$ cat config.mk
export PLATFORM = sky130hd
export DESIGN_NAME = idu_out_buf
export DESIGN_NICKNAME = d
export VERILOG_FILES = /design/src/sv/idu_pkg.sv /design/src/sv/idu_out_buf.sv
export SDC_FILE = /design/constraint.sdc
export NUM_CORES = 1
export LEC_CHECK = 0
export ABC_AREA = 1
export BUFFER_PORTS_ARGS = -buffer_cell sky130_fd_sc_hd__buf_2
export CORE_MARGIN = 2
export CORE_UTILIZATION = 46
export CTS_CLUSTER_SIZE = 30
export DETAILED_ROUTE_END_ITERATION = 6
export GPL_ROUTABILITY_DRIVEN = 0
export PLACE_DENSITY = 0.74
export SLEW_MARGIN = 20
export SYNTH_ARGS = -nofsm -noshare
export SYNTH_HDL_FRONTEND = slang
export SYNTH_SLANG_ARGS = --single-unit
export TNS_END_PERCENT = 5
$ cat constraint.sdc
create_clock -name clk_i -period 3.45 [get_ports clk_i]
set_input_delay 0.1725 -clock clk_i [delete_from_list [all_inputs] [get_ports clk_i]]
set_output_delay 0.1725 -clock clk_i [all_outputs]
set_load 0.1 [all_outputs]
$ cat src/sv/idu_pkg.sv
// Shared types and constants of the image double upscaler.
package idu_pkg;

  localparam int unsigned PixW   = 8;
  localparam int unsigned CoordW = 12;
  localparam int unsigned CfgW   = 12;

  // configuration register indexes
  localparam logic [0:0] REG_FRAME_WIDTH  = 1'b0;
  localparam logic [0:0] REG_FRAME_HEIGHT = 1'b1;

  localparam logic [CfgW-1:0] FRAME_WIDTH_RST  = 12'd640;
  localparam logic [CfgW-1:0] FRAME_HEIGHT_RST = 12'd480;

  // output slots of one source pixel: row above, own row, row below
  localparam logic [2:0] SLOT_INT_EVEN = 3'd0;
  localparam logic [2:0] SLOT_INT_ODD  = 3'd1;
  localparam logic [2:0] SLOT_CUR_EVEN = 3'd2;
  localparam logic [2:0] SLOT_CUR_ODD  = 3'd3;
  localparam logic [2:0] SLOT_REP_EVEN = 3'd4;
  localparam logic [2:0] SLOT_REP_ODD  = 3'd5;

  typedef struct packed {
    logic [PixW-1:0]   int_even;
    logic [PixW-1:0]   int_odd;
    logic [PixW-1:0]   cur_even;
    logic [PixW-1:0]   px;
    logic [CoordW-1:0] row2;
    logic [CoordW-1:0] col2;
    logic [2:0]        first_slot;
    logic [2:0]        last_slot;
  } idu_item_t;

  function automatic logic [PixW-1:0] avg_up(logic [PixW-1:0] a, logic [PixW-1:0] b);
    logic [PixW:0] s;
    s = {1'b0, a} + {1'b0, b} + {{PixW{1'b0}}, 1'b1};
    return s[PixW:1];
  endfunction

endpackage

$ cat src/sv/idu_out_buf.sv
// Output buffer: holds one pixel's results and sends them one word a cycle while m_axis_tready is high.
module idu_out_buf (
  input  logic                clk_i,
  input  logic                rst_ni,
  input  logic                load_i,
  input  idu_pkg::idu_item_t  item_i,
  output logic                can_load_o,
  output logic                m_axis_tvalid,
  input  logic                m_axis_tready,
  output logic [31:0]         m_axis_tdata,  // pixel_out[7:0], out_row[19:8], out_col[31:20]
  output logic                m_axis_tlast   // run_last
);
  import idu_pkg::*;

  logic       valid_q;
  logic [2:0] slot_q;
  idu_item_t  item_q;
  logic       at_last;
  logic [PixW-1:0]   pix;
  logic [CoordW-1:0] row;
  logic [CoordW-1:0] col;

  assign at_last    = (slot_q == item_q.last_slot);
  assign can_load_o = !valid_q || (m_axis_tready && at_last);

  always_ff @(posedge clk_i or negedge rst_ni) begin
    if (!rst_ni) begin
      valid_q <= 1'b0;
      slot_q  <= SLOT_CUR_EVEN;
    end else if (load_i) begin
      valid_q <= 1'b1;
      slot_q  <= item_i.first_slot;
    end else if (valid_q && m_axis_tready) begin
      if (at_last) begin
        valid_q <= 1'b0;
      end else begin
        slot_q <= slot_q + 3'd1;
      end
    end
  end

  always_ff @(posedge clk_i) begin
    if (load_i) begin
      item_q <= item_i;
    end
  end

  always_comb begin
    case (slot_q)
      SLOT_INT_EVEN: pix = item_q.int_even;
      SLOT_INT_ODD:  pix = item_q.int_odd;
      SLOT_CUR_EVEN: pix = item_q.cur_even;
      SLOT_CUR_ODD:  pix = item_q.px;
      SLOT_REP_EVEN: pix = item_q.cur_even;
      SLOT_REP_ODD:  pix = item_q.px;
      default:       pix = item_q.px;
    endcase
  end

  // slot pairs step one row from the interpolated row above
  assign row = item_q.row2 - 12'd1 + {10'b0, slot_q[2:1]};
  assign col = {item_q.col2[CoordW-1:1], slot_q[0]};

  assign m_axis_tvalid = valid_q;
  assign m_axis_tdata  = {col, row, pix};
  assign m_axis_tlast  = at_last;

endmodule

==> results.json <==
{
  "status": "completed",
  "synth-adder-area-share_pct": 7.18,
  "syn-cell-area_um2": 3070,
  "final_common_cell": "buf_2",
  "die_h_um": 85.6,
  "rows": 29,
  "fin_setup_tns_ps": 0,
  "stdcell_count": 508,
  "drive_above_1_share_pct": 28.5,
  "setup_slack_ps": 277,
  "drc": 0,
  "synth_top_family_by_area": "simple AND/OR/NAND/NOR gates",
  "cap_violations": 0,
  "synth_compound_area_share_pct": 1.10,
  "synth-simple-area-share_pct": 20.4,
  "ys_types": 24,
  "rsz0062_at_grt": "no",
  "placed_area_um2": 3550,
  "p_leak_nw": 1.99,
  "crit_type": "reg2out",
  "slew_viol_final": 0,
  "clk_pin_slew_ps": 70,
  "yosys.area_share.xor_xnor_pct": 2.00,
  "synth_area_per_cell_um2": 10.6,
  "grt_pass1_wl_um": 10400,
  "avgViaCountPerCell": 4.79,
  "synth-seq-cells": 62,
  "clock_skew_ps": 9.25,
  "clk_latency_ps": 330,
  "port_buffers": 99,
  "p_total_mw": 3.02,
  "critPathBufInv": 5,
  "grt_pass1_vias": 2328,
  "htree_num_levels": 3,
  "cts_buffer_depth": 2,
  "whs_ps": 20.7,
  "cpMostUsedCell": "nand2_1",
  "layout_common_cells": "99 x buf_2, 89 x nand2_1, 58 x edfxtp_1, 40 x inv_1, 40 x dlygate4sd3_1",
  "slowest_stage": "dfrtp_1",
  "finalHoldViolCount": 0,
  "pre_cts_ws_ps": 626,
  "ir_drop_mv": 0.858,
  "numCtsBuffers": 9,
  "post_cts_resized": 0,
  "required_ps": 3280,
  "cts_tree": "done",
  "worstMarginPinSlew_ps": 643,
  "finalInstanceArea_um2": 4130,
  "min_period_over_period_pct": 92.0,
  "postLayoutCoreUtil_pct": 64.7,
  "grt_max_degree": 34,
  "initial_utilization_pct": 48.0,
  "die_area_um2": 7330,
  "worst_path_largest_cell_delay_ps": 460,
  "ys_seq_area_share_pct": 60.1,
  "hold_start": "item_i[26]",
  "critical_path.cell_chain": "inv_2, ha_1, inv_1, ha_1, inv_1, fa_1, inv_1, nand3_1, nand3_1, nand2_1, nand2_1, nand2_1, nand2_1, buf_2",
  "track_usage_pct": 18.7,
  "ant_nets": 0,
  "r2r_start": "slot_q[2]",
  "period_needed_ps": 3170,
  "drt_wl_total_um": 6500,
  "dp_hpwl_um": 4180,
  "cts_setup_buffers": 0,
  "avgRoutedWirePerCell_um": 12.8,
  "antenna_found_initial": 0,
  "first_pass_iters": 4,
  "power.density_nw_per_um2": 731,
  "path_max_fanout": 13,
  "io_pins": 101,
  "fmax_ghz": 0.315,
  "hp-class": "in2reg",
  "die_w_um": 85.6,
  "start_kind": "register",
  "finalSetupViolCount": 0,
  "arrival_ps": 3000,
  "ys_warn_count": 0,
  "root_buffer": "clkbuf_8",
  "synthCells": 290,
  "dr_total_vias": 2434,
  "cp-end-kind": "output pin",
  "cts.sinks": 62,
  "core_area_um2": 6390,
  "syn_to_final_growth_pct": 34.7,
  "muxShareOfSynthArea_pct": 0,
  "overflow": 0,
  "relSlewSlack_pct": 57.0,
  "synth_nets": 373,
  "first_iter_violations": 105,
  "dp_cells": 453,
  "cts-hold-fix-buffers": 39,
  "cp_top_family": "buffers and inverters",
  "num-nets-final": 510,
  "crit_start": "slot_q[2]",
  "diodes": 0
}
[synth_stat cells, drive strengths merged]
master / n / area share (%)
nor2: 11 / 1.3
inv: 42 / 5.1
fa: 1 / 0.65
buf: 13 / 3.3
xor2: 4 / 1.1
dfrtp: 3 / 2.4
o21ai: 2 / 0.45
nand2: 92 / 12
xnor2: 3 / 0.86
clkbuf: 1 / 0.45
ha: 16 / 6.5
clkinv: 1 / 0.29
nand4: 11 / 2.2
a21oi: 4 / 0.65
dfstp: 1 / 0.86
nand3: 27 / 5.1
edfxtp: 58 / 57
[flip-flops by register name, indices dropped and copies added, names as in the netlist]
signal	cells
slot_q	3
m_axis_tdata	11
item_q	47
m_axis_tvalid	1
[path summary, 6_finish.rpt]
check	endpoint	depth (start not counted)	slack (ps)
max	m_axis_tdata[17]	14	280
min	item_q[26]	1	20
max reg2reg	slot_q[2]	7	2070
min reg2reg	m_axis_tvalid	2	530
max in group asynchronous	slot_q[1]	2	3070
min in group asynchronous	m_axis_tvalid	2	170
[layer usage]
layer | wire length, um | up-vias | track usage (%)
li1 | - | 1224 | -
met1 | 2590 | 1101 | 21.5
met2 | 3280 | 97 | 32.5
met3 | 487 | 12 | 5.39
met4 | 136 | 0 | 8.23
met5 | 0 | - | 0
[power breakdown]
group	internal, mW	switching, mW
logic	0.280	1.22
clock network	0.325	0.255
registers	0.899	0.0380
[kinds of logic (layout without fill, tap and decap cells)]
family,count (synthesis),count (layout)
simple gates,141,141
flops,62,62
buf+inv,57,198
fa+ha+maj,17,17
xor+xnor,7,7
compound gates,6,6
[cell type report]
| type | count | area, um2 |
|---|---|---|
| timing repair buffer | 140 | 903 |
| fill | 463 | 2260 |
| clock inverter | 5 | 51.3 |
| inverter | 43 | 166 |
| tap | 77 | 96.3 |
| sequential | 62 | 1840 |
| clock buffer | 10 | 128 |
| multi-input combinational | 171 | 941 |
Note: power is estimated with default switching activity, not from simulation.
